[config.mk]
export PLATFORM = sky130hd
export DESIGN_NAME = lrsr_fifo
export DESIGN_NICKNAME = d
export VERILOG_FILES = /design/src/rtl/lrsr_fifo.sv
export SDC_FILE = /design/constraint.sdc
export NUM_CORES = 1
export LEC_CHECK = 0
export ABC_AREA = 1
export ABC_CLOCK_PERIOD_IN_PS = 2940
export BUFFER_PORTS_ARGS = -buffer_cell sky130_fd_sc_hd__buf_2
export CELL_PAD_IN_SITES_DETAIL_PLACEMENT = 1
export CELL_PAD_IN_SITES_GLOBAL_PLACEMENT = 2
export CORE_MARGIN = 5
export CORE_UTILIZATION = 40
export DETAILED_ROUTE_END_ITERATION = 16
export PLACE_DENSITY = 0.86
export RECOVER_POWER = 25
export SLEW_MARGIN = 20
export SYNTH_ARGS = -nofsm -noshare
export SYNTH_HDL_FRONTEND = slang
export SYNTH_SLANG_ARGS = --single-unit
[constraint.sdc]
create_clock -name i_clk -period 2.94 [get_ports i_clk]
set_input_delay 0.441 -clock i_clk [delete_from_list [all_inputs] [get_ports i_clk]]
set_output_delay 0.441 -clock i_clk [all_outputs]
set_load 0.1 [all_outputs]
[src/rtl/lrsr_fifo.sv]
// Small register FIFO used for the command and result queues.
`default_nettype none

module lrsr_fifo #(
    parameter int WIDTH = 8,
    parameter int DEPTH = 4
) (
    input  wire logic               i_clk,
    input  wire logic               i_rst_n,
    input  wire logic               i_push,
    input  wire logic [WIDTH-1:0]   i_data,
    output logic                    o_full,
    input  wire logic               i_pop,
    output logic      [WIDTH-1:0]   o_data,
    output logic                    o_empty
);

    localparam int PW = (DEPTH > 1) ? $clog2(DEPTH) : 1;
    localparam int CNTW = $clog2(DEPTH + 1);

    logic [WIDTH-1:0] r_mem [DEPTH];
    logic [PW-1:0]    r_wr, n_wr;
    logic [PW-1:0]    r_rd, n_rd;
    logic [CNTW-1:0]  r_cnt, n_cnt;
    logic             w_do_push;
    logic             w_do_pop;

    assign o_full    = (r_cnt == CNTW'(DEPTH));
    assign o_empty   = (r_cnt == '0);
    assign o_data    = r_mem[r_rd];
    assign w_do_push = i_push && !o_full;
    assign w_do_pop  = i_pop && !o_empty;

    always_comb begin
        n_wr  = r_wr;
        n_rd  = r_rd;
        n_cnt = r_cnt;
        if (w_do_push) begin
            n_wr = (r_wr == PW'(DEPTH - 1)) ? '0 : r_wr + PW'(1);
        end
        if (w_do_pop) begin
            n_rd = (r_rd == PW'(DEPTH - 1)) ? '0 : r_rd + PW'(1);
        end
        if (w_do_push && !w_do_pop) begin
            n_cnt = r_cnt + CNTW'(1);
        end else if (!w_do_push && w_do_pop) begin
            n_cnt = r_cnt - CNTW'(1);
        end
    end

    always_ff @(posedge i_clk) begin
        if (!i_rst_n) begin
            r_wr  <= '0;
            r_rd  <= '0;
            r_cnt <= '0;
        end else begin
            r_wr  <= n_wr;
            r_rd  <= n_rd;
            r_cnt <= n_cnt;
        end
    end

    always_ff @(posedge i_clk) begin
        if (w_do_push) begin
            r_mem[r_wr] <= i_data;
        end
    end

endmodule

`default_nettype wire

Yosys cells after proc, flatten, opt, wreduce, memory -nomap -nowiden
Memories as Yosys holds them, arrays and structs flattened. A register that Yosys moved wholly into a read port is not among the register bits.
Cells that the tools add are included.
- add/subtract/negate cells: 4
- equality and inequality tests: 3
- multiplexer cells: 8
- reductions and logical operators: 10
- operators with widths (cell ; number):
    two-way mux 2 bit ; 4
    two-way mux 3 bit ; 2
    adder 2 x 1 -> 2 bit (second input constant) ; 2
    == test 2 bit (second input constant) ; 2
    logical AND 1 bit ; 4
    logical NOT 1 bit ; 4
    adder 3 x 1 -> 3 bit (second input constant) ; 1
    == test 3 bit (second input constant) ; 1
    logical NOT 3 bit ; 1
    subtractor 3 x 1 -> 3 bit (second input constant) ; 1
    two-way mux 1 bit ; 2
    nonzero test 2 bit ; 1
- register bits: 7
- RAM bits: 32
- bits of input ports: 12
- output and inout bits: 10
- logic and storage cells: 29
- memories: 1
- memories (name ; words ; bits a word ; rd ports ; clocked after memory_dff ; write ports ; line ; RTL):
    r_mem ; 4 ; 8 ; 1 ; 1 ; 1 ; 21 ; logic [WIDTH-1:0] r_mem [DEPTH];

Logic depth before layout (Yosys ltp)
- depth after elaboration: 7
- depth in mapped cells: 13
- gate-level depth less buffers: 13

Worst setup path after synthesis
No wires, ideal clock.
- path kind: reg2out
- start: reg with a tool-made name
- end: out o_data[5]
- arrival time: 2101 ps
- data required time: 2499 ps
- path slack: 398 ps
- cell stages (with the launch flop): 5
- path buffers: 1
- cell sequence: dfxtp_1 inv_2 buf_6 o21ai_2 o22ai_1
- RTL lines (what ; line ; RTL):
    end, declared ; 14 ; output logic [WIDTH-1:0] o_data,

==> flow_summary.toml <==
[status]
outcome = "finished, final reports clean"

[detailed_routing]
drc = 0
via_count = 1121
drt_first_iter_violations = 127
drt-pass1-iter-count = 3
wl_mm = 3.36
routedWlPerCell_um = 14.9
via_per_inst = 4.98
drtAntennaViolNets = 0

[global_routing]
antenna_found_initial = 0
grt_max_degree = 18
grt_pass1_vias = 1223
grt_usage_pct = 14.1
grt_overflow = 0
grt_pass1_wl_mm = 5.70

[final_layout]
nets = 193
postLayoutCellArea_um2 = 1940
most-common-layout-cells = "nor2_1, edfxtp_1, inv_1"
area_growth_pct = 14.5
layout-drive-gt1-share_pct = 15.4
num_antenna_cells = 0
final_common_cell = "nor2_1"

[sta]
tns_ns = 0
hold_viol = 0
final_max_slew_viol_count = 0
postLayoutSetupSlackWorst_ns = 0.615
post-route-period-util_pct = 79.1
slew_headroom_pct = 45.7
rsz0062_at_grt = "no"
hold_slack_ns = 0.366
setup_viol = 0
period_needed_ns = 2.33
fmax_mhz = 430
worstMarginPinSlew_ns = 0.812
final.setup_skew_ns = 0.00447

[worst_setup_path]
r2r_cells = 9
cp-start-kind = "flop"
setup.worst_path.end = "o_data[3]"
r2r-start = "r_cnt[1]$_SDFFE_PN0P_"
worstPathCellList = "inv_2, o21ai_0, o22ai_1, buf_2"
cp.arrival_ns = 1.88
worstPathRequired_ns = 2.50
r2r-end = "r_cnt[1]$_SDFFE_PN0P_"
critPathKind = "flop to output pin"
critPathCaptureType = "output pin"
critPathSlowestCell = "dfxtp_1"
critPathMaxFanout = 17
max_stage_delay_ns = 0.70
reg2reg_slack_ns = 1.05

[flow_run]
max-cap-violations = 0

[placed_design]
gp_congestion = 0.696
pre_cts_ws_ns = 0.928
port_buffers = 21
placed_cell_area_um2 = 1840
hpwl_mm = 2.46

[floorplanning]
die-width_um = 75.1
rows = 23
die_h_um = 75.1
die_area_um2 = 5630
core_um2 = 4060
io_pins = 22
initial_core_util_pct = 41.7

[min_path]
hold_class = "input port to flop"
whs_path_depth = 1
worstHoldStart = "i_data[1]"

[clocking]
cts.sinks = 41
cts_hold_repair.buffers = 0
clk_pin_slew_ns = 0.07
tritoncts = "yes"
cts_made_buffers = 5
cts-root-buf = "clkbuf_8"
cts_resized = 0
cts_max_path_buffers = 2
cts_setup_buffers = 0
htree_levels = 2
clock_latency_ns = 0.29

[yosys]
syn-cell-area_um2 = 1690
syn_inst = 148
synth_cell_types = 18
ys_ff_latch = 41
ys_seq_area_share_pct = 67.4
yosys_warnings = 0
syn_nets = 167
avgSynthCellArea_um2 = 11.4
## state kept, by name, summed over array words and instances (netlist names), named ones only
signal	count
r_mem	32
r_cnt	3
r_rd	2
r_wr	2
## through the flow
step	utilization, %	std cells
floorplan	-	148
global placement	45.3	217
detailed placement	45.3	217
CTS	47.9	225
global route	47.8	225
finish	47.8	225
## synthesized netlist by cell type (all sizes together)
cell type / n / area [µm²]
nand4: 1 / 6.26
o22ai: 8 / 50.1
inv: 19 / 71.3
dfxtp: 9 / 180
buf: 2 / 22.5
nand3: 1 / 5.00
o21ai: 18 / 101
nand2: 15 / 58.8
nor2: 33 / 124
ha: 6 / 75.1
nand3b: 1 / 7.51
a21oi: 2 / 10.0
edfxtp: 32 / 961
fa: 1 / 20.0
## per-layer routing
| metal | vias up | global-route usage (%) | routed length [µm] |
|---|---|---|---|
| met5 | - | 0 | 0 |
| met4 | 0 | 5.93 | 66 |
| met3 | 8 | 4.01 | 132 |
| met2 | 18 | 25.0 | 1700 |
| met1 | 544 | 15.8 | 1460 |
| li1 | 551 | - | - |
## area by class of cell
class                   instances  area, µm²
fillers                       446       2120
flip-flops and latches         41       1140
clock inverters                 2       33.8
inverters                      19       71.3
well taps                      50       62.6
multi-input cells              86        458
clock buffers                   6       72.6
repair buffers                 21       98.8
## worst min-delay path by stage
stage | endpoint | slack, ns
2_1_floorplan | r_cnt[0]$_SDFFE_PN0P_ | 0.48
3_3_place_gp | r_cnt[0]$_SDFFE_PN0P_ | 0.49
3_5_place_dp | r_cnt[0]$_SDFFE_PN0P_ | 0.52
4_1_cts | r_mem[3][3]$_DFFE_PP_ | 0.35
5_1_grt | r_mem[1][4]$_DFFE_PP_ | 0.37
6_report | r_mem[0][1]$_DFFE_PP_ | 0.37
## logic make-up after synthesis
kind of cell / count (synthesis) / synth area share (%)
simple gates: 51 / 11.9
buf+inv: 21 / 5.54
flops: 41 / 67.4
compound gates: 28 / 9.53
fa+ha+maj: 7 / 5.62
## critical path: cells and delay by family (launching register included)
kind                   cells  cell delay (ns)
AOI/OAI and AO/OA          2             0.33
buffers and inverters      2             0.55
DFF                        1             0.70
Power is not shown: default switching activity piles up to over one toggle a cycle in this logic, so the estimate is an artifact.
