## config.mk

```make
export PLATFORM = sky130hd
export DESIGN_NAME = lrsr_front
export DESIGN_NICKNAME = d
export VERILOG_FILES = /design/src/rtl/lrsr_pkg.sv /design/src/rtl/lrsr_fifo.sv /design/src/rtl/lrsr_front.sv
export SDC_FILE = /design/constraint.sdc
export NUM_CORES = 1
export LEC_CHECK = 0
export ABC_AREA = 1
export ABC_CLOCK_PERIOD_IN_PS = 3600
export BUFFER_PORTS_ARGS = -buffer_cell sky130_fd_sc_hd__buf_2
export CORE_UTILIZATION = 40
export CTS_CLUSTER_SIZE = 16
export DETAILED_ROUTE_END_ITERATION = 10
export PLACE_DENSITY = 0.7
export SYNTH_ARGS = -nofsm -noshare
export SYNTH_HDL_FRONTEND = slang
export SYNTH_SLANG_ARGS = --single-unit
```

## constraint.sdc

```tcl
create_clock -name i_clk -period 3.6 [get_ports i_clk]
set_input_delay 0 -clock i_clk [delete_from_list [all_inputs] [get_ports i_clk]]
set_output_delay 0 -clock i_clk [all_outputs]
set_load 0.05 [all_outputs]
```

## src/rtl/lrsr_pkg.sv

```systemverilog
// Types and constants shared by the parse engine modules.
`default_nettype none

package lrsr_pkg;

    // input item modes
    localparam logic [2:0] MODE_TOKEN    = 3'd0;
    localparam logic [2:0] MODE_ACT_WR   = 3'd1;
    localparam logic [2:0] MODE_GOTO_WR  = 3'd2;
    localparam logic [2:0] MODE_RULE_WR  = 3'd3;
    localparam logic [2:0] MODE_RESTART  = 3'd4;

    // depth of the command queue and of the result queue
    localparam int QDEPTH = 4;

    typedef enum logic [2:0] {
        OP_TOKEN   = 3'd0,
        OP_ACT_WR  = 3'd1,
        OP_GOTO_WR = 3'd2,
        OP_RULE_WR = 3'd3,
        OP_RESTART = 3'd4
    } t_op;

    typedef enum logic [1:0] {
        K_EMPTY  = 2'd0,
        K_SHIFT  = 2'd1,
        K_REDUCE = 2'd2,
        K_ACCEPT = 2'd3
    } t_kind;

    typedef enum logic [2:0] {
        EV_SHIFT  = 3'd0,
        EV_REDUCE = 3'd1,
        EV_ACCEPT = 3'd2,
        EV_SYNTAX = 3'd3,
        EV_STACK  = 3'd4,
        EV_HALTED = 3'd5
    } t_event;

    typedef enum logic [1:0] {
        RUN_GO  = 2'd0,
        RUN_ACC = 2'd1,
        RUN_ERR = 2'd2
    } t_run;

    typedef struct packed {
        t_op        op;
        logic [4:0] token;
        logic [6:0] tstate;
        logic [4:0] tterm;
        logic [3:0] tnt;
        logic [1:0] kind;
        logic [6:0] target;
        logic [6:0] rnum;
        logic [3:0] rlen;
    } t_cmd;

    typedef struct packed {
        t_event     event_res;
        logic [6:0] rule;
        logic [6:0] new_state;
        logic [6:0] stack_depth;
        logic       last;
    } t_res;

endpackage

`default_nettype wire

```

## src/rtl/lrsr_fifo.sv

```systemverilog
// Small register FIFO used for the command and result queues.
`default_nettype none

module lrsr_fifo #(
    parameter int WIDTH = 8,
    parameter int DEPTH = 4
) (
    input  wire logic               i_clk,
    input  wire logic               i_rst_n,
    input  wire logic               i_push,
    input  wire logic [WIDTH-1:0]   i_data,
    output logic                    o_full,
    input  wire logic               i_pop,
    output logic      [WIDTH-1:0]   o_data,
    output logic                    o_empty
);

    localparam int PW = (DEPTH > 1) ? $clog2(DEPTH) : 1;
    localparam int CNTW = $clog2(DEPTH + 1);

    logic [WIDTH-1:0] r_mem [DEPTH];
    logic [PW-1:0]    r_wr, n_wr;
    logic [PW-1:0]    r_rd, n_rd;
    logic [CNTW-1:0]  r_cnt, n_cnt;
    logic             w_do_push;
    logic             w_do_pop;

    assign o_full    = (r_cnt == CNTW'(DEPTH));
    assign o_empty   = (r_cnt == '0);
    assign o_data    = r_mem[r_rd];
    assign w_do_push = i_push && !o_full;
    assign w_do_pop  = i_pop && !o_empty;

    always_comb begin
        n_wr  = r_wr;
        n_rd  = r_rd;
        n_cnt = r_cnt;
        if (w_do_push) begin
            n_wr = (r_wr == PW'(DEPTH - 1)) ? '0 : r_wr + PW'(1);
        end
        if (w_do_pop) begin
            n_rd = (r_rd == PW'(DEPTH - 1)) ? '0 : r_rd + PW'(1);
        end
        if (w_do_push && !w_do_pop) begin
            n_cnt = r_cnt + CNTW'(1);
        end else if (!w_do_push && w_do_pop) begin
            n_cnt = r_cnt - CNTW'(1);
        end
    end

    always_ff @(posedge i_clk) begin
        if (!i_rst_n) begin
            r_wr  <= '0;
            r_rd  <= '0;
            r_cnt <= '0;
        end else begin
            r_wr  <= n_wr;
            r_rd  <= n_rd;
            r_cnt <= n_cnt;
        end
    end

    always_ff @(posedge i_clk) begin
        if (w_do_push) begin
            r_mem[r_wr] <= i_data;
        end
    end

endmodule

`default_nettype wire

```

## src/rtl/lrsr_front.sv

```systemverilog
// Front end: takes input items, classifies them and queues commands.
`default_nettype none

module lrsr_front #(
    parameter int STATES       = 128,
    parameter int TERMINALS    = 32,
    parameter int NONTERMINALS = 16,
    parameter int RULES        = 128
) (
    input  wire logic              i_clk,
    input  wire logic              i_rst_n,
    input  wire logic              i_push,
    output logic                   o_full,
    input  wire logic [2:0]        i_mode,
    input  wire logic [4:0]        i_token,
    input  wire logic [6:0]        i_table_state,
    input  wire logic [4:0]        i_table_terminal,
    input  wire logic [3:0]        i_table_nonterminal,
    input  wire logic [1:0]        i_entry_kind,
    input  wire logic [6:0]        i_entry_target,
    input  wire logic [6:0]        i_rule_number,
    input  wire logic [3:0]        i_rule_length,
    input  wire logic              i_hold,
    output logic                   o_cmd_valid,
    output lrsr_pkg::t_cmd         o_cmd,
    input  wire logic              i_cmd_pop
);

    lrsr_pkg::t_cmd                   w_cmd;
    logic                             w_keep;
    logic                             w_qfull;
    logic                             w_qempty;
    logic [$bits(lrsr_pkg::t_cmd)-1:0] w_qdata;

    always_comb begin
        w_cmd.op     = lrsr_pkg::OP_TOKEN;
        w_cmd.token  = i_token;
        w_cmd.tstate = i_table_state;
        w_cmd.tterm  = i_table_terminal;
        w_cmd.tnt    = i_table_nonterminal;
        w_cmd.kind   = i_entry_kind;
        w_cmd.target = i_entry_target;
        w_cmd.rnum   = i_rule_number;
        w_cmd.rlen   = i_rule_length;
        w_keep       = 1'b0;
        unique case (i_mode)
            lrsr_pkg::MODE_TOKEN: begin
                w_cmd.op = lrsr_pkg::OP_TOKEN;
                w_keep   = 1'b1;
            end
            lrsr_pkg::MODE_ACT_WR: begin
                w_cmd.op = lrsr_pkg::OP_ACT_WR;
                w_keep   = (32'(i_table_state) < 32'(STATES))
                        && (32'(i_table_terminal) < 32'(TERMINALS));
            end
            lrsr_pkg::MODE_GOTO_WR: begin
                w_cmd.op = lrsr_pkg::OP_GOTO_WR;
                w_keep   = (32'(i_table_state) < 32'(STATES))
                        && (32'(i_table_nonterminal) < 32'(NONTERMINALS));
            end
            lrsr_pkg::MODE_RULE_WR: begin
                w_cmd.op = lrsr_pkg::OP_RULE_WR;
                w_keep   = (32'(i_rule_number) < 32'(RULES));
            end
            lrsr_pkg::MODE_RESTART: begin
                w_cmd.op = lrsr_pkg::OP_RESTART;
                w_keep   = 1'b1;
            end
            default: begin
                // unused modes: taken and dropped
                w_keep = 1'b0;
            end
        endcase
    end

    assign o_full = w_qfull || i_hold;

    lrsr_fifo #(
        .WIDTH ($bits(lrsr_pkg::t_cmd)),
        .DEPTH (lrsr_pkg::QDEPTH)
    ) u_cmdq (
        .i_clk   (i_clk),
        .i_rst_n (i_rst_n),
        .i_push  (i_push && !o_full && w_keep),
        .i_data  (w_cmd),
        .o_full  (w_qfull),
        .i_pop   (i_cmd_pop),
        .o_data  (w_qdata),
        .o_empty (w_qempty)
    );

    assign o_cmd_valid = !w_qempty;
    assign o_cmd       = lrsr_pkg::t_cmd'(w_qdata);

endmodule

`default_nettype wire

```

**Word level (Yosys, flattened, before mapping)**

Memory sizes are Yosys's and may differ from the RTL's. A register that Yosys moved wholly into a read port is not among the register bits.
Index checks and enable logic that the tools add are counted.
Widths: inputs -> output; s select.

- $add $sub $neg: 4
- Equal/unequal tests: 7
- Muxes and demuxes: 10
- Reductions and logical operators: 16

Operators by type and width:

| cell | number |
|---|---|
| $pmux 3 s4 | 1 |
| $mux 2 | 4 |
| $eq 3x2->1 const B | 2 |
| $eq 3x3->1 const B | 2 |
| $logic_and 1x1->1 | 6 |
| $logic_not 3->1 | 2 |
| $mux 3 | 2 |
| $logic_not 1->1 | 5 |
| $reduce_or 5->1 | 1 |
| $add 2x1->2 const B | 2 |
| $eq 2x2->1 const B | 2 |
| $add 3x1->3 const B | 1 |
| $eq 3x1->1 const B | 1 |
| $mux 1 | 3 |
| $sub 3x1->3 const B | 1 |
| $reduce_bool 2->1 | 1 |
| $logic_or 1x1->1 | 1 |

- Register bits: 7
- RAM bits: 176
- Input bits: 49
- Output and inout bits: 46
- Logic and storage cells: 41
- Memories kept: 1

Memories:

| memory | words | bits a word | read ports | clocked after Yosys merged registers in | wr ports | RTL line | source |
|---|---|---|---|---|---|---|---|
| u_cmdq.r_mem | 4 | 44 | 1 | 1 | 1 | lrsr_fifo.sv:21 | `logic [WIDTH-1:0] r_mem [DEPTH];` |

**Depth between registers and ports, before layout**

- Word-level depth: 10
- Gate-level depth with buffers: 12
- Mapped depth without buffers: 12

**Cells and area by module**

Synthesis repeated with hierarchy kept, for this count alone.

- Cells, all modules: 511
- Area, all modules: 7,165.6 µm²

By module, submodules not included:

| module | times used | cells an instance | area an instance (µm²) | seq. area each (µm²) |
|---|---|---|---|---|
| lrsr_fifo | 1 | 497 | 7,105.6 | 5,465.2 |
| lrsr_front | 1 | 14 | 60.1 | 0.0 |

**Worst setup path before layout**

Ideal clock, no wire load.

- Path type: flip-flop to flip-flop
- Start point: register u_cmdq.r_cnt[0]
- End point: memory u_cmdq.r_mem[0][0] (netlist bit) (enable)
- Setup time: 0.445 ns
- Arrival time: 3.013 ns
- Data required time: 3.155 ns
- Path slack: 0.142 ns
- Cell stages (with the launch flop): 7
- Path buffers: 0
- Period minus slack after synthesis: 3.458 ns
- Cells stage by stage: dfxtp_1 nor2_2 nand2_1 nand2_1 nor2_2 inv_2 nor2_1

- Cells in the longest elaborated chain, start to end: 8
- Elaborated cells on any way between the ends: 9
- Those cells by class: eq/ne: 1; mux: 2; reduce/logical: 6

Ends and longest elaborated chain:

| item | RTL line | source |
|---|---|---|
| start: declaration | lrsr_fifo.sv:24 | `logic [CNTW-1:0] r_cnt, n_cnt;` |
| start signal: assignment | lrsr_fifo.sv:59 | `r_cnt <= n_cnt;` |
| $eq 3x3->1 | lrsr_fifo.sv:28 | `assign o_full = (r_cnt == CNTW'(DEPTH));` |
| $logic_or 1x1->1 | lrsr_front.sv:76 | `assign o_full = w_qfull \|\| i_hold;` |
| via o_full | lrsr_front.sv:13 | `output logic o_full,` |
| $logic_not 1->1 | lrsr_front.sv:84 | `.i_push (i_push && !o_full && w_keep),` |
| $logic_and 1x1->1 (2 in series) | lrsr_front.sv:84 |  |
| $logic_and 1x1->1 | lrsr_fifo.sv:31 | `assign w_do_push = i_push && !o_full;` |
| via u_cmdq.w_do_push | lrsr_fifo.sv:25 | `logic w_do_push;` |
| $mux 1 | lrsr_fifo.sv:64 | `if (w_do_push) begin` |
| $mux 1 (implied by the code) | lrsr_fifo.sv:65 | `r_mem[r_wr] <= i_data;` |
| end: declaration | lrsr_fifo.sv:21 |  |

The timed path passes the listed nets, and every way through them passes these cells.

==> results.json <==
{
  "grt_overflow_total": 0,
  "yosysWarnings": 0,
  "clock_skew_ps": 11.9,
  "final_max_slew_viol_count": 0,
  "setup_tns_ps": 0,
  "port_buffers": 94,
  "crit_type": "flip-flop to output port",
  "async_reset_ff_share_pct": 0,
  "hpwl_um": 8290,
  "pwr-share-seq_pct": 40.0,
  "setup_viol": 0,
  "die_h_um": 136,
  "drc": 0,
  "crit_required_ps": 3600,
  "synth_area_um2": 7140,
  "synth_common_cells": "edfxtp_1, nor2_1, o21ai_0, o22ai_1, buf_2",
  "numCtsBuffers": 17,
  "cp_max_fo": 45,
  "top_layer_used": "met4",
  "yosys.area.top_type": "edfxtp_1",
  "utilization_pct": 51.1,
  "rsz0062_at_grt": "no",
  "period_needed_ps": 2500,
  "hold_class": "input pin to flip-flop",
  "leakage_uw": 0.00313,
  "num_rows": 48,
  "synth_top_area_share_pct": 74.0,
  "avgSynthCellArea_um2": 14.2,
  "cts_max_level": 4,
  "wl_met3_um": 959,
  "layout-drive-gt1-share_pct": 24.5,
  "grt_start_max_net_pins": 89,
  "netlist_instances": 503,
  "gp_congestion": 0.775,
  "ant_nets": 0,
  "power_switching_share_pct": 39.1,
  "holdBufCountCts": 50,
  "num_vias": 4472,
  "power.switching_uw": 2510,
  "period_share_pct": 69.5,
  "die_x_um": 136,
  "route.detailed.wl_per_inst_um": 16.5,
  "start_kind": "flip-flop",
  "arrival_ps": 2500,
  "cts.sinks": 185,
  "grt_pass1_vias": 4469,
  "clk_latency_ps": 430,
  "clk_pin_slew_ps": 70,
  "clockBufferDepth": 2,
  "outcome": "completed",
  "route.met2.wl_um": 7360,
  "coreArea_um2": 17400,
  "max_freq_mhz": 400,
  "whs_path_depth": 5,
  "worst_pin_slew_ps": 846,
  "clockPowerShare_pct": 27.5,
  "grt_pass1_wl_um": 22600,
  "dr.pass1.iters": 5,
  "wirelength_um": 14600,
  "io_pins": 95,
  "cts_resized": 0,
  "areaGrowthSynthToFinish_pct": 24.1,
  "ys.flop_type": "edfxtp_1",
  "final_hold_viol_count": 0,
  "end_kind": "output port",
  "start_util_pct": 41.1,
  "wl_met1_um": 6050,
  "power.internal_uw": 3910,
  "antenna_found_initial": 1,
  "cts_tree": "done",
  "fill_cells": 1470,
  "combPwrFrac_pct": 32.5,
  "ys_ff_latch": 185,
  "seq_area_frac_synth_pct": 76.5,
  "synth-edff-count": 176,
  "grt_use_total_pct": 16.4,
  "cts_setup_buffers": 0,
  "p_per_area_nw_per_um2": 725,
  "synth_cell_types": 23,
  "cts-root-buf": "clkbuf_16",
  "yosysMostFrequentCell": "edfxtp_1",
  "ir_drop_uv": 400,
  "maxCapViolCount": 0,
  "fin_nets": 701,
  "max_slew_margin_pct": 43.6,
  "via_per_inst": 5.06,
  "synth_area_leaders": "edfxtp_1, o21ai_0, nor2_1",
  "reg2reg_depth": 11,
  "synth_nets": 559,
  "drtIter0Drc": 336,
  "die_area_um2": 18400
}
cell families after synthesis:
kind of cell,after synthesis,share of synthesized area (%)
fa+ha+maj,7,1.33
compound gates,139,11.4
buf+inv,47,3.59
flops,185,76.5
xor+xnor,1,0.123
simple gates,124,7.04
cell type report:
type / count / area (um^2) / area share, %
Clock buffer: 17 / 425 / 4.80
Clock inverter: 15 / 141 / 1.59
Timing Repair Buffer: 150 / 1020 / 11.5
Tap cell: 225 / 282 / 3.18
Inverter: 20 / 80.1 / 0.903
Antenna cell: 1 / 2.50 / 0.0282
Sequential cell: 185 / 5470 / 61.7
Multi-Input combinational cell: 271 / 1450 / 16.4
final timing paths:
| kind | startpoint | endpoint | slack, ps |
|---|---|---|---|
| worst max register to register | u_cmdq.r_cnt[0] | u_cmdq.r_cnt[2] | 1580 |
| worst max-delay path | flip-flop | o_cmd[28] | 1100 |
| worst min register to register | u_cmdq.r_rd[1] | flip-flop | 510 |
| worst min-delay path | i_push | u_cmdq.r_wr[0] | 50 |
sequential cells by signal, indices dropped and copies added (netlist names), named ones only:
name and count:
u_cmdq.r_mem 176, u_cmdq.r_cnt 3, u_cmdq.r_rd 2, u_cmdq.r_wr 2
power by group through the flow:
stage / combinational (uW) / clock, uW / sequential, uW
CTS: 2100 / 1790 / 2570
detailed placement: 2050 / 0 / 2620
floorplan: 1690 / 0 / 2540
global placement: 2020 / 0 / 2610
finish: 2090 / 1770 / 2570
global route: 2230 / 1870 / 2590
layout by cell type (no fill, tap or decap), types with 6 or more instances in the layout:
cell	Yosys	layout
buf_2	18	94
buf_4	1	6
clkbuf_16	0	17
dfxtp_1	9	7
dlygate4sd3_1	0	50
edfxtp_1	176	176
ha_1	6	6
inv_1	17	17
nand2_1	11	11
nor2_1	95	91
nor2_2	12	12
o21ai_0	85	85
o21ai_1	6	6
o22ai_1	34	34
o22ai_2	10	10
critical path, stage by stage, from the launching register on:
cell,delay [ps]
dfxtp_2,590
inv_2,680
o21ai_0,220
o22ai_1,250
buf_2,310
per-layer routing:
layer	vias up	GRT usage (%)
met3	16	4.56
met1	2176	19.5
met2	138	28.0
met4	0	6.62
met5	-	0
li1	2142	-
metrics by stage:
step           instances  setup slack [ps]  hold slack (ps)  power, uW  cell area, um^2
2_1_floorplan        503               142             98.9       4220             7140
3_3_place_gp         801              1510              212       4630             7790
3_5_place_dp         801              1490              216       4670             7790
4_1_cts              883              1030             46.1       6460             8860
5_1_grt              884               847             57.8       6690             8860
6_report             884              1100             49.7       6420             8860
Power figures use the tool's default switching activity.
